### config.mk
export PLATFORM = sky130hd
export DESIGN_NAME = abkf_ctrl
export DESIGN_NICKNAME = d
export VERILOG_FILES = /design/src/rtl/abkf_pkg.sv /design/src/rtl/abkf_ctrl.sv
export SDC_FILE = /design/constraint.sdc
export NUM_CORES = 1
export LEC_CHECK = 0
export BUFFER_PORTS_ARGS = -buffer_cell sky130_fd_sc_hd__buf_2
export CAP_MARGIN = 20
export CORE_MARGIN = 4
export CORE_UTILIZATION = 50
export CTS_CLUSTER_DIAMETER = 120
export DETAILED_ROUTE_END_ITERATION = 6
export HOLD_SLACK_MARGIN = 0.02
export PLACE_DENSITY = 0.74
export SYNTH_ARGS = -nofsm -noshare
export SYNTH_HDL_FRONTEND = slang
export SYNTH_SLANG_ARGS = --single-unit
### constraint.sdc
create_clock -name clk -period 1.75 [get_ports clk]
set_input_delay 0.35 -clock clk [delete_from_list [all_inputs] [get_ports clk]]
set_output_delay 0.35 -clock clk [all_outputs]
set_load 0.02 [all_outputs]
### src/rtl/abkf_pkg.sv
package abkf_pkg;

  localparam int FRAC_BITS = 16;
  localparam int DW = 32;
  // wide enough for num << FRAC_BITS with sign
  localparam int NW = DW + FRAC_BITS + 1;
  localparam int DIV_CNT_W = $clog2(NW + 1);

  localparam logic signed [DW-1:0] S_MAX = {1'b0, {(DW-1){1'b1}}};
  localparam logic signed [DW-1:0] S_MIN = {1'b1, {(DW-1){1'b0}}};
  localparam logic signed [DW-1:0] ONE = DW'(64'sd1 <<< FRAC_BITS);

  localparam int PADDR_W = 4;
  localparam logic [PADDR_W-1:0] ADDR_DT = 4'h0;
  localparam logic [PADDR_W-1:0] ADDR_QA = 4'h4;
  localparam logic [PADDR_W-1:0] ADDR_QG = 4'h8;
  localparam logic [PADDR_W-1:0] ADDR_R = 4'hc;

  // datapath operations, one per controller step
  typedef enum logic [4:0] {
    OP_NONE     = 5'd0,
    OP_LOAD     = 5'd1,  // latch input, rate = sat(gyro - bias)
    OP_MUL_ANG  = 5'd2,  // angle += mul(rate, dt)
    OP_PD0A     = 5'd3,  // tmp = sat(qa - p01)
    OP_PD0B     = 5'd4,  // tmp = sat(tmp - p10)
    OP_MUL_P00  = 5'd5,  // p00 += mul(tmp, dt)
    OP_NEGP11   = 5'd6,  // tmp = sat(-p11)
    OP_MUL_P01  = 5'd7,  // p01 += mul(tmp, dt); keep product in prod
    OP_ADD_P10  = 5'd8,  // p10 += prod
    OP_MUL_P11  = 5'd9,  // p11 += mul(qg, dt)
    OP_E        = 5'd10, // e = sat(r + p00), err = sat(accel - angle)
    OP_DIV0     = 5'd11, // start k0 = div(p00, e)
    OP_DIV1     = 5'd12, // start k1 = div(p10, e)
    OP_MUL_ANG2 = 5'd13, // angle += mul(k0, err)
    OP_MUL_BIAS = 5'd14, // bias += mul(k1, err)
    OP_RATE     = 5'd15, // rate = sat(gyro - bias), latch t0 t1
    OP_C00      = 5'd16, // p00 -= mul(k0, t0)
    OP_C01      = 5'd17, // p01 -= mul(k0, t1)
    OP_C10      = 5'd18, // p10 -= mul(k1, t0)
    OP_C11      = 5'd19  // p11 -= mul(k1, t1)
  } op_t;

  typedef struct packed {
    op_t  op;
    logic mul_go;  // product register loads this cycle
    logic acc_go;  // destination updates from product register
    logic div_go;  // start the divider
    logic k_sel;   // divider result goes to k1
    logic out_load;
  } cmd_t;

  typedef struct packed {
    logic div_busy;
  } stat_t;

  function automatic logic signed [DW-1:0] sat_add(input logic signed [DW-1:0] a,
                                                   input logic signed [DW-1:0] b,
                                                   input logic sub);
    logic signed [DW:0] s;
    s = sub ? ({a[DW-1], a} - {b[DW-1], b}) : ({a[DW-1], a} + {b[DW-1], b});
    if (s[DW] != s[DW-1]) return s[DW] ? S_MIN : S_MAX;
    return s[DW-1:0];
  endfunction

endpackage

### src/rtl/abkf_ctrl.sv
module abkf_ctrl (
  input  logic            clk,
  input  logic            rst_n,
  input  logic            start,
  input  abkf_pkg::stat_t stat,
  input  logic            out_free,
  output abkf_pkg::cmd_t  cmd,
  output logic            idle
);
  import abkf_pkg::*;

  typedef enum logic [5:0] {
    S_IDLE = 6'b000001,
    S_RUN  = 6'b000010,
    S_DIV  = 6'b000100,
    S_RUN2 = 6'b001000,
    S_FIN  = 6'b010000,
    S_OUT  = 6'b100000
  } state_t;

  state_t state_r, state_nxt;
  logic [4:0] step_r, step_nxt;

  always_comb begin
    state_nxt = state_r;
    step_nxt = step_r;
    cmd = '0;
    cmd.op = OP_NONE;
    case (state_r)
      S_IDLE: begin
        if (start) begin
          cmd.op = OP_LOAD;
          state_nxt = S_RUN;
          step_nxt = '0;
        end
      end
      S_RUN: begin
        step_nxt = step_r + 1'b1;
        case (step_r)
          5'd0: begin cmd.op = OP_MUL_ANG; cmd.mul_go = 1'b1; end
          5'd1: begin cmd.op = OP_PD0A; cmd.acc_go = 1'b1; end
          5'd2: cmd.op = OP_PD0B;
          5'd3: begin cmd.op = OP_MUL_P00; cmd.mul_go = 1'b1; end
          5'd4: begin cmd.op = OP_NEGP11; cmd.acc_go = 1'b1; end
          5'd5: begin cmd.op = OP_MUL_P01; cmd.mul_go = 1'b1; end
          5'd6: begin cmd.op = OP_ADD_P10; cmd.acc_go = 1'b1; end
          5'd7: begin cmd.op = OP_MUL_P11; cmd.mul_go = 1'b1; end
          5'd8: begin cmd.op = OP_E; cmd.acc_go = 1'b1; end
          5'd9: begin
            cmd.op = OP_DIV0;
            cmd.div_go = 1'b1;
            state_nxt = S_DIV;
          end
          default: begin
            cmd.op = OP_DIV1;
            cmd.div_go = 1'b1;
            cmd.k_sel = 1'b1;
            state_nxt = S_DIV;
          end
        endcase
      end
      S_DIV: begin
        if (!stat.div_busy) begin
          state_nxt = (step_r == 5'd10) ? S_RUN : S_RUN2;
          if (step_r == 5'd10) step_nxt = 5'd10;
          else step_nxt = '0;
        end
      end
      S_RUN2: begin
        step_nxt = step_r + 1'b1;
        case (step_r)
          5'd0: begin cmd.op = OP_MUL_ANG2; cmd.mul_go = 1'b1; end
          5'd1: begin
            cmd.op = OP_MUL_BIAS;
            cmd.mul_go = 1'b1;
            cmd.acc_go = 1'b1;
          end
          5'd2: begin cmd.op = OP_NONE; cmd.acc_go = 1'b1; end
          5'd3: cmd.op = OP_RATE;
          5'd4: begin cmd.op = OP_C00; cmd.mul_go = 1'b1; end
          5'd5: begin cmd.op = OP_C01; cmd.mul_go = 1'b1; cmd.acc_go = 1'b1; end
          5'd6: begin cmd.op = OP_C10; cmd.mul_go = 1'b1; cmd.acc_go = 1'b1; end
          5'd7: begin cmd.op = OP_C11; cmd.mul_go = 1'b1; cmd.acc_go = 1'b1; end
          default: begin
            // last product subtracts from p11
            cmd.op = OP_MUL_ANG;
            cmd.acc_go = 1'b1;
            state_nxt = S_FIN;
          end
        endcase
      end
      S_FIN: state_nxt = S_OUT;
      S_OUT: begin
        if (out_free) begin
          cmd.out_load = 1'b1;
          state_nxt = S_IDLE;
        end
      end
      default: state_nxt = S_IDLE;
    endcase
  end

  // div1 comes from S_RUN step 10; step 9 enters DIV with step 10
  always_ff @(posedge clk) begin
    if (!rst_n) begin
      state_r <= S_IDLE;
      step_r <= '0;
    end else begin
      state_r <= state_nxt;
      step_r <= step_nxt;
    end
  end

  assign idle = (state_r == S_IDLE);
endmodule

# Yosys cells after proc, flatten, opt, wreduce, memory -nomap -nowiden
# Index checks and enable logic that the tools add are counted.
[totals] register_bits=11 latchBits=0 mem_bits_rw=0 mem_bits_ro=0 in_bits=5 out_inout_bits=11 word_cells=61 mem_count=0
[op_classes] n_addsub=1 n_mul=0 div_mod_pow=0 order_cmp=0 eq_ne=21 n_shift=0 n_mux=25 n_bitwise=0 n_reduce_logical=12
[ops] operator="4-bit case mux with 10 select lines" n=1
[ops] operator="5-bit case mux with 8 select lines" n=1
[ops] operator="6-bit case mux with 6 select lines" n=1
[ops] operator="6-bit two-way mux" n=5
[ops] operator="5-bit case mux with 3 select lines" n=2
[ops] operator="5-bit by 3-bit == test with 1-bit output, second input constant" n=4
[ops] operator="5-bit by 4-bit == test with 1-bit output, second input constant" n=3
[ops] operator="5-bit by 2-bit == test with 1-bit output, second input constant" n=2
[ops] operator="5-bit two-way mux" n=2
[ops] operator="2-bit inequality test, second input constant" n=5
[ops] operator="10-bit OR reduction" n=1
[ops] operator="1-bit two-way mux" n=9
[ops] operator="9-bit OR reduction" n=1
[ops] operator="4-bit two-way mux" n=2
[ops] operator="4-bit OR reduction" n=2
[ops] operator="8-bit OR reduction" n=1
[ops] operator="6-bit by 1-bit == test with 1-bit output, second input constant" n=1
[ops] operator="6-bit by 2-bit == test with 1-bit output, second input constant" n=1
[ops] operator="6-bit by 3-bit == test with 1-bit output, second input constant" n=1
[ops] operator="6-bit by 4-bit == test with 1-bit output, second input constant" n=1
[ops] operator="6-bit by 5-bit == test with 1-bit output, second input constant" n=1
[ops] operator="6-bit == test, second input constant" n=1
[ops] operator="6-bit OR reduction" n=1
[ops] operator="5-bit by 1-bit adder with 5-bit output, second input constant" n=1
[ops] operator="other kinds (9)" n=9

# Longest topological paths before layout
# Gate-level depths: netlist of the first run.
[depth] depth_word=4 mapped_depth=7 mapped_depth_nobuf=7

# Worst setup path before layout of the first run
# Ideal clock, no wire load.
[synth_timing] path_type="register to output" start="register step_r[0]" end="output cmd[4] (netlist bit)" t_arrival_ps=1690 required_time_ps=1400 path_slack_ps=-290 stages_incl_launch_ff=7 n_path_buf=1 path_cell_list="dfxtp_1 ha_1 clkbuf_1 nor2_1 nor2_1 a21oi_1 o32ai_1"
[synth_rtl] element="from (decl)" line_no="abkf_ctrl.sv:22" source="logic [4:0] step_r, step_nxt;"
[synth_rtl] element="from (signal assigned)" line_no="abkf_ctrl.sv:110" source="step_r <= step_nxt;"
[synth_rtl] element="to (decl)" line_no="abkf_ctrl.sv:7" source="output abkf_pkg::cmd_t cmd,"

==> results of run 1 <==
==> final cells by class <==
type / count / share of cell area
Clock buffer: 4 / 0.0145
Tap cell: 27 / 0.0187
Multi-Input combinational cell: 110 / 0.557
Sequential cell: 11 / 0.135
Inverter: 7 / 0.0159
Timing Repair Buffer: 58 / 0.259
==> per-stage QoR <==
stage | total power, mW | util | TNS (ns)
floorplan | 1.03 | - | -0.0182
global placement | 1.30 | 0.737 | -0.527
detailed placement | 1.35 | 0.737 | -0.763
CTS | 1.69 | 0.836 | -2.72
global route | 2.11 | 0.913 | -4.46
finish | 2.04 | 0.913 | -3.91
==> flip-flops by register name (all words and copies together) (netlist names) <==
| name | count |
|---|---|
| step_r | 5 |
| state_r | 6 |
==> cell families after synthesis <==
| family | count (synthesis) | synth area share |
|---|---|---|
| and+or+nand+nor | 61 | 0.377 |
| AOI/OAI and AO/OA | 40 | 0.258 |
| buffers and inverters | 15 | 0.0640 |
| DFF | 11 | 0.209 |
| adders and majority gates | 4 | 0.0474 |
| xor gates and xnor gates | 3 | 0.0249 |
| muxes | 2 | 0.0201 |
==> worst max-delay path, delay by kind of cell (launching register included) <==
family	cells	cell delay, ns
AO/OA/AOI/OAI	3	0.61
buffers and inverters	3	0.42
flip-flops	1	0.38
adder cells (fa/ha/maj)	1	0.16
AND/OR/NAND/NOR	1	0.06
==> path summary, 6_finish.rpt <==
path,startpoint,to
setup reg to reg,state_r[0],state_r[0]
setup / recovery,step_r[1],cmd[3]
hold / removal,rst_n,step_r[0]
hold reg to reg,step_r[0],step_r[0]
==> power by group <==
| part | internal [mW] | switching (mW) |
|---|---|---|
| Combinational | 0.679 | 0.766 |
| Sequential | 0.295 | 0.111 |
| Clock | 0.0886 | 0.104 |
| Total | 1.06 | 0.982 |
==> placed cells by master, fill, tap and decap left out, types with 3 or more instances in the layout <==
cell / synthesis / final
clkbuf_4: 0 / 3
buf_4: 0 / 41
o21ai_1: 3 / 4
inv_1: 6 / 4
nor2_4: 0 / 5
nand3_1: 3 / 3
a21oi_1: 10 / 7
nor4_4: 1 / 3
nor2_1: 16 / 10
o21ai_0: 8 / 4
nand2_1: 9 / 9
buf_6: 1 / 12
buf_2: 3 / 5
dfxtp_4: 0 / 5
ha_4: 0 / 3
nor3_1: 7 / 6
dfxtp_2: 0 / 4
==> repair_timing <==
| action | 4_1_cts | 5_1_grt |
|---|---|---|
| endpoints found under the setup margin | 11 | 17 |
| resized for setup | 38 | 28 |
| pin swaps | 3 | 11 |
| setup buffers | 7 | 6 |
==> layer usage <==
layer | GRT usage | part of all wire
met1 | 0.353 | 0.40
met2 | 0.526 | 0.48
met3 | 0.0416 | 0.073
met4 | 0.145 | 0.051
met5 | 0 | 0
==> results.ini, run 1 <==
[logic_synthesis]
synthesis.area_um2=1060
ys.flop_type=dfxtp_1
synth_top_area_frac=0.209
synth.largest_area_cell=dfxtp_1
synth_seq_cells=11
synthTopCellsByArea=dfxtp_1 21%, nor2_1 5.7%, a21oi_1 4.7%
syn-num-nets=145
synthArstFlopShare=0
synth_edf_count=0
ys_warn_count=0
yosysMostFrequentCell=nor2_1
syn_inst=136
ys_seq_area_frac=0.209
syn_area_per_cell_um2=7.76
synthTopCellsByCount=16 x nor2_1, 11 x dfxtp_1, 10 x a21oi_1
netlist-cell-type-count=52

[clock_tree]
cts_hold_buf=0
cts.path.max_buffers=2
cts_root_buffer=clkbuf_4
path_clk_slew_ns=0.08
cts_tree=done
insertion_delay_ns=0.28
cts_buffers=3
htree_num_levels=1
clock-sinks=11

[place]
pre_cts_ws_ns=-0.166
hpwl_um=2530
gp_congestion=0.832
dp.cells=202
place_area_um2=1460
place.port_buffers=15

[finish]
fin_nets=200
final_cell_count_no_fill=217
diodes=0
fill_cells=86
drive_above_1_share=0.605
design_area_um2=1810
multi_input_area_um2=1010
synthToLayoutAreaGrowth_pct=71.3
seq_area_um2=244

[sta]
worstMarginPinSlew_ns=0.449
finalHoldViolCount=0
fin_crit_sh=1.29
slew_headroom=0.701
holdWs_ns=0.385
timing.fmax_ghz=0.442
fin_ws_ns=-0.511
rsz0062_at_grt=true
fin_crit_ns=2.26
setup_violations=12
slew_viol_final=0
fin_worst_skew_ns=0.00450

[route]
drtIter0Drc=75
wl_per_cell_um=22.2
drt-total-wl_um=4810
vias_per_cell=6.54
first_pass_iters=5
antenna_left=0
drcViolationCount=0
vias=1420

[floorplanning]
ios=16
start_util=0.533
die_height_um=54.0
die-area_um2=2910
die_w_um=54.0
num_rows=16
core_area_um2=1980

[pwr]
p_leak_nw=0.760
power_density_nw_per_um2=1130
peakVddDrop_v=0.00141

[global_route]
grt_max_degree=18
grt_pass1_wl_um=6290
grt_pass1_vias=1357
grtUsageTotal=0.300
overflow=0
antenna_found_initial=0

[min_path]
hold_path.class=primary input to flop
hold_depth=3

[critical_path]
crit_fanout=4
cp_cell_sequence=inv_4 -> ha_4 -> buf_4 -> nor2_1 -> o21ai_1 -> o311ai_2 -> o32ai_2 -> buf_4
reg2reg_slack_ns=-0.03
slowest_delay_ns=0.38
slowest_stage=dfxtp_4
cp-end-kind=output pin
r2r_cells=6
crit_arrival_ns=1.91
crit_top_cell=buf_4
critical_path_required_ns=1.40
critical_path_class=flop to output pin
start_kind=flop

[outcome]
status=finished with violations
violations=negative setup slack

[run]
maxCapViolCount=0

Power figures use the tool's default switching activity.
==> run 2: changes to the inputs <==
--- a/config.mk
+++ b/config.mk
@@ -5,7 +5,7 @@
 export SDC_FILE = /design/constraint.sdc
 export NUM_CORES = 1
 export LEC_CHECK = 0
-export BUFFER_PORTS_ARGS = -buffer_cell sky130_fd_sc_hd__buf_2
+export BUFFER_PORTS_ARGS = -buffer_cell sky130_fd_sc_hd__buf_4
 export CAP_MARGIN = 20
 export CORE_MARGIN = 4
 export CORE_UTILIZATION = 50
==> results.ini, run 2 (synthesis results as in run 1) <==
[critical_path]
rr_endpoint=state_r[3]
worstReg2RegStart=state_r[0]
critical_path_required_ns=1.40  ; about the same
crit_fanout=9  ; +5
crit_arrival_ns=1.87  ; -0.04 ns
critical_path_class=flop to output pin
cp-end-kind=output pin
start_kind=flop
r2r_cells=9  ; +3
reg2reg_slack_ns=-0.13  ; -0.10 ns

[place]
dp.cells=203  ; +0.50%
place.port_buffers=15  ; unchanged
pre_cts_ws_ns=-0.161  ; +0.00575 ns
hpwl_um=2560  ; +1.3%
gp_congestion=0.851  ; +2.2%

[finish]
layout_commonest_cell=buf_4
diodes=0  ; unchanged
largestRegisters=state_r x6, step_r x5
top_register=state_r
largest_reg_flops=6  ; unchanged
synthToLayoutAreaGrowth_pct=79.0
final_cell_count_no_fill=224  ; +3.2%
fin_nets=207  ; +3.5%
final_core_util=0.954  ; +0.0410
layout_common_cells=47 x buf_4, 17 x buf_6, 10 x nor2_1
drive_above_1_share=0.619  ; +0.0140

[outcome]
violations=negative setup slack
status=finished with violations

[route]
drcViolationCount=0  ; unchanged
first_pass_iters=5  ; unchanged
antenna_left=0  ; unchanged
vias=1498  ; +5.5%
vias_per_cell=6.69  ; +2.2%
drt-total-wl_um=5220  ; +8.4%
drtIter0Drc=127  ; +69%
wl_per_cell_um=23.3  ; +5.0%

[clock_tree]
htree_num_levels=1  ; unchanged
cts_tree=done
cts_buffers=3  ; unchanged
insertion_delay_ns=0.31  ; +0.03 ns
cts_hold_buf=0  ; unchanged
cts.path.max_buffers=2  ; unchanged
path_clk_slew_ns=0.09  ; about the same
clock-sinks=11  ; unchanged
cts_root_buffer=clkbuf_4

[min_path]
hp-start=rst_n
hold_depth=3  ; unchanged
hold-path-endpoint=step_r[0]
hold_path.class=primary input to flop

[sta]
worstMarginPinSlew_ns=0.480  ; +0.0305 ns
fin_crit_ns=2.22  ; -0.0442 ns
setup_violations=21  ; +9
slew_viol_final=0  ; unchanged
fin_worst_skew_ns=0.00835  ; +0.00384 ns
timing.fmax_ghz=0.451  ; +2.0%
fin_crit_sh=1.27  ; -0.0253
finalHoldViolCount=0  ; unchanged
fin_ws_ns=-0.467  ; +0.0442 ns
slew_headroom=0.677  ; -0.0237
rsz0062_at_grt=true

[global_route]
grtUsageTotal=0.332  ; +0.0317
grt_pass1_wl_um=6940  ; +10%
overflow=0  ; unchanged
grt_pass1_vias=1465  ; +8.0%
antenna_found_initial=0  ; unchanged
grt_max_degree=12  ; -6

[pwr]
peakVddDrop_v=0.00131  ; -6.9%
power_density_nw_per_um2=1110  ; -2.2%
p_leak_nw=0.790  ; +3.9%

[floorplanning]
ios=16  ; unchanged
die-area_um2=2910  ; unchanged
num_rows=16  ; unchanged
start_util=0.533  ; unchanged
core_area_um2=1980  ; unchanged
die_w_um=54.0  ; unchanged
die_height_um=54.0  ; unchanged

[run]
maxCapViolCount=0  ; unchanged

## run 2: final cells by class
type	count	area [um2]
Tap cell	27	33.8
Multi-Input combinational cell	110	990
Clock buffer	4	26.3
Sequential cell	11	245
Fill cell	45	91.3
Timing Repair Buffer	65	564
Inverter	7	31.3
## run 2: worst max path at each step
stage	startpoint	end	slack, ns
final	step_r[2]	cmd[3]	-0.47
after global routing	step_r[1]	cmd[3]	-0.63
after CTS	state_r[5]	cmd[7]	-0.36
after detailed placement	step_r[0]	cmd[7]	-0.16
after global placement	step_r[0]	cmd[7]	-0.10
after floorplan	step_r[0]	cmd[8]	-0.007
## run 2: through the flow
stage                     hold slack [ns]  area (um2)  total power [mW]  TNS (ns)
after floorplan                     0.451        1160              1.03   -0.0182
after global routing                0.375        1890              2.17     -5.97
after detailed placement            0.569        1520              1.41    -0.584
after CTS                           0.350        1720              1.74     -2.85
after global placement              0.562        1520              1.36    -0.307
final                               0.338        1890              2.09     -4.55
## run 2: where the power goes
part	internal (mW)	total, mW	leakage [nW]	switching [mW]
combinational	0.708	1.52	0.680	0.811
sequential	0.296	0.365	0.0946	0.0689
clock	0.0892	0.206	0.0150	0.117
## run 2: per-layer routing
layer | track usage | share of wire | wire length [um] | vias to the layer above
met4 | 0.183 | 0.072 | 376 | 0
met5 | 0 | 0 | 0 | -
met1 | 0.375 | 0.35 | 1810 | 692
li1 | - | - | - | 629
met2 | 0.554 | 0.47 | 2430 | 127
met3 | 0.0942 | 0.12 | 602 | 50
## run 2: timing repair
item	CTS	global route
resized for setup	32	29
setup endpoints to repair	10	18
buffers inserted	10	8
pin swaps	6	10
## run 2: critical path: stages, from the launching register on
cell and delay (ns):
dfxtp_1 0.44, buf_4 0.21, inv_1 0.16, a21oi_1 0.13, nor3_1 0.31, o32ai_2 0.14, buf_4 0.18
==> run 3: changes to the inputs <==
--- a/config.mk
+++ b/config.mk
@@ -5,6 +5,7 @@
 export SDC_FILE = /design/constraint.sdc
 export NUM_CORES = 1
 export LEC_CHECK = 0
+export ABC_AREA = 1
 export BUFFER_PORTS_ARGS = -buffer_cell sky130_fd_sc_hd__buf_4
 export CAP_MARGIN = 20
 export CORE_MARGIN = 4
==> results.ini, run 3 <==
[finish]
final_core_util=0.861  ; -0.0928
largest_reg_flops=6  ; unchanged
layout_commonest_cell=nand2_1
largestRegisters=state_r x6, step_r x5
fin_nets=233  ; +13%
diodes=0  ; unchanged
fill_cells=99  ; +120%
synthToLayoutAreaGrowth_pct=60.7
drive_above_1_share=0.498  ; -0.122
layout_common_cells=37 x nand2_1, 32 x buf_4, 21 x nor2_1
design_area_um2=1710  ; -9.7%
top_register=state_r

[global_route]
grt_max_degree=9  ; -3
antenna_found_initial=0  ; unchanged
overflow=0  ; unchanged
grt_pass1_wl_um=5730  ; -17%
grt_pass1_vias=1314  ; -10%
grtUsageTotal=0.269  ; -0.0622

[sta]
slew_viol_final=0  ; unchanged
holdWs_ns=0.323  ; -0.0147 ns
setup_violations=9  ; -57%
fin_worst_skew_ns=0.0150  ; +0.00665 ns
fin_crit_ns=2.29  ; +0.0698 ns
fin_crit_sh=1.31  ; +0.0399
slew_headroom=0.665  ; -0.0121
worstMarginPinSlew_ns=0.501  ; +0.0213 ns
fin_ws_ns=-0.537  ; -0.0698 ns
timing.fmax_ghz=0.437  ; -3.1%
rsz0062_at_grt=true
finalHoldViolCount=0  ; unchanged

[floorplanning]
start_util=0.536  ; +0.00316
die_height_um=54.1  ; +0.25%
ios=16  ; unchanged
die_w_um=54.1  ; +0.25%
num_rows=16  ; unchanged
die-area_um2=2930  ; +0.50%
core_area_um2=1980  ; unchanged

[critical_path]
cp_cell_sequence=inv_4 -> ha_4 -> inv_2 -> a21oi_4 -> buf_4 -> o21ai_0 -> o21ai_1 -> buf_4
crit_buf_inv=4  ; +1
cp-end-kind=output pin
crit_top_cell=buf_4
crit_fanout=4  ; -5
critPathTopFamily=compound AO/OA/AOI/OAI gates
crit_arrival_ns=1.94  ; +0.07 ns
slowest_stage=dfxtp_2
critical_path_class=flop to output pin
slowest_delay_ns=0.35  ; -0.09 ns
start_kind=flop
critical_path_required_ns=1.40  ; about the same

[pwr]
peakVddDrop_v=0.00108  ; -17%
p_leak_nw=0.868  ; +9.9%
power_mw=2.72  ; +30%
power_density_nw_per_um2=1590  ; +44%

[clock_tree]
path_clk_slew_ns=0.09  ; about the same
insertion_delay_ns=0.29  ; -0.02 ns
cts_buffers=3  ; unchanged
htree_num_levels=1  ; unchanged
cts.path.max_buffers=2  ; unchanged
cts_tree=done
clock-sinks=11  ; unchanged
cts_root_buffer=clkbuf_4

[logic_synthesis]
synth_edf_count=0  ; unchanged
syn-num-nets=184  ; +27%
syn_inst=175  ; +29%
ys.flop_type=dfxtp_1
yosysMostFrequentCell=nand2_1
synth.largest_area_cell=dfxtp_1
netlist-cell-type-count=24  ; -54%
ys_warn_count=0  ; unchanged
ys_seq_area_frac=0.207  ; -0.00123
synthArstFlopShare=0  ; unchanged
synthTopCellsByCount=46 x nand2_1, 25 x inv_1, 24 x nor2_1
synth_top_area_frac=0.207  ; -0.00123
synthTopCellsByArea=dfxtp_1 21%, nand2_1 16%, inv_1 8.8%
syn_area_per_cell_um2=6.07  ; -22%
synth_seq_cells=11  ; unchanged
synthesis.area_um2=1060  ; +0.59%

[min_path]
hold_path.class=primary input to flop

[place]
place_area_um2=1360  ; -10%
place.port_buffers=15  ; unchanged
pre_cts_ws_ns=-0.157  ; +0.00310 ns
hpwl_um=2310  ; -9.8%
gp_congestion=0.907  ; +6.7%

[outcome]
violations=negative setup slack
status=finished with violations

[route]
first_pass_iters=4  ; -1
drtIter0Drc=108  ; -15%
drt-total-wl_um=4590  ; -12%
vias=1509  ; +0.73%
drcViolationCount=0  ; unchanged
wl_per_cell_um=18.3  ; -21%
vias_per_cell=6.04  ; -9.7%
antenna_left=0  ; unchanged

[run]
maxCapViolCount=0  ; unchanged

-- run 3: cell count changes after synthesis, sizes merged, moves of 4 or more --
cell   before  now
nor3        8    0
nand4       0    6
nand2       9   48
buf         5    0
nand3       5   13
inv         7   31
nor4        4    0
nor2       16   32
-- run 3: worst paths after layout --
kind	from	to	slack [ns]	cells past startpoint
worst max register to register	step_r[0]	state_r[3]	0.03	13
worst min register to register	state_r[3]	state_r[3]	0.66	2
worst min-delay path	rst_n	state_r[0]	0.32	2
worst max-delay path	step_r[1]	cmd[6]	-0.54	8
-- run 3: what timing repair did --
item / 4_1_cts / 5_1_grt
gates cloned: 0 / 0
hold buffers: 0 / 0
endpoints found under the setup margin: 11 / 15
resized for setup: 48 / 26
buffers inserted: 8 / 7
pin swaps: 13 / 18
-- run 3: layer usage --
layer  share of wire  up-vias  global-route usage
met2            0.50      118               0.504
li1                -      653                   -
met1            0.35      693               0.294
met5               0        -                   0
met4           0.073        0              0.0788
met3           0.074       45              0.0693
-- run 3: area by class of cell --
type                       count  area [um2]  share of cell area
inverter                      31         129              0.0755
clock inverter                 1        5.00             0.00293
tap                           27        33.8              0.0198
sequential                    11         226               0.133
timing repair buffer          44         375               0.220
clock buffer                   3        22.5              0.0132
multi-input combinational    133         915               0.536
-- run 3: where the power goes --
part           total [mW]  internal [mW]  switching (mW)
sequential          0.416          0.320          0.0966
clock               0.185         0.0851           0.100
combinational        2.12          0.841            1.28
total                2.72           1.25            1.47
-- run 3: worst register-to-register path: stages (launching register included) --
cell and delay (ns):
dfxtp_4 0.41, inv_6 0.06, ha_4 0.16, inv_4 0.07
nor2_4 0.04, buf_6 0.13, nand2_4 0.07, nand2_4 0.06
buf_4 0.14, nand2_4 0.07, nand3_4 0.07, nor2_4 0.15
nor2_1 0.07, nor2_1 0.14
-- run 3: cells by family after synthesis --
logic type,after synthesis,share of synthesized area
XOR/XNOR,2,0.0165
AO/OA/AOI/OAI,27,0.141
buffers and inverters,31,0.110
AND/OR/NAND/NOR,100,0.478
adder cells (fa/ha/maj),4,0.0471
flip-flops,11,0.207
-- run 3: through the flow --
| stage | instances | TNS [ns] |
|---|---|---|
| after floorplan | 175 | -0.0700 |
| after global placement | 235 | -0.448 |
| after detailed placement | 235 | -0.699 |
| after CTS | 246 | -2.22 |
| after global routing | 250 | -3.64 |
| final | 250 | -3.16 |
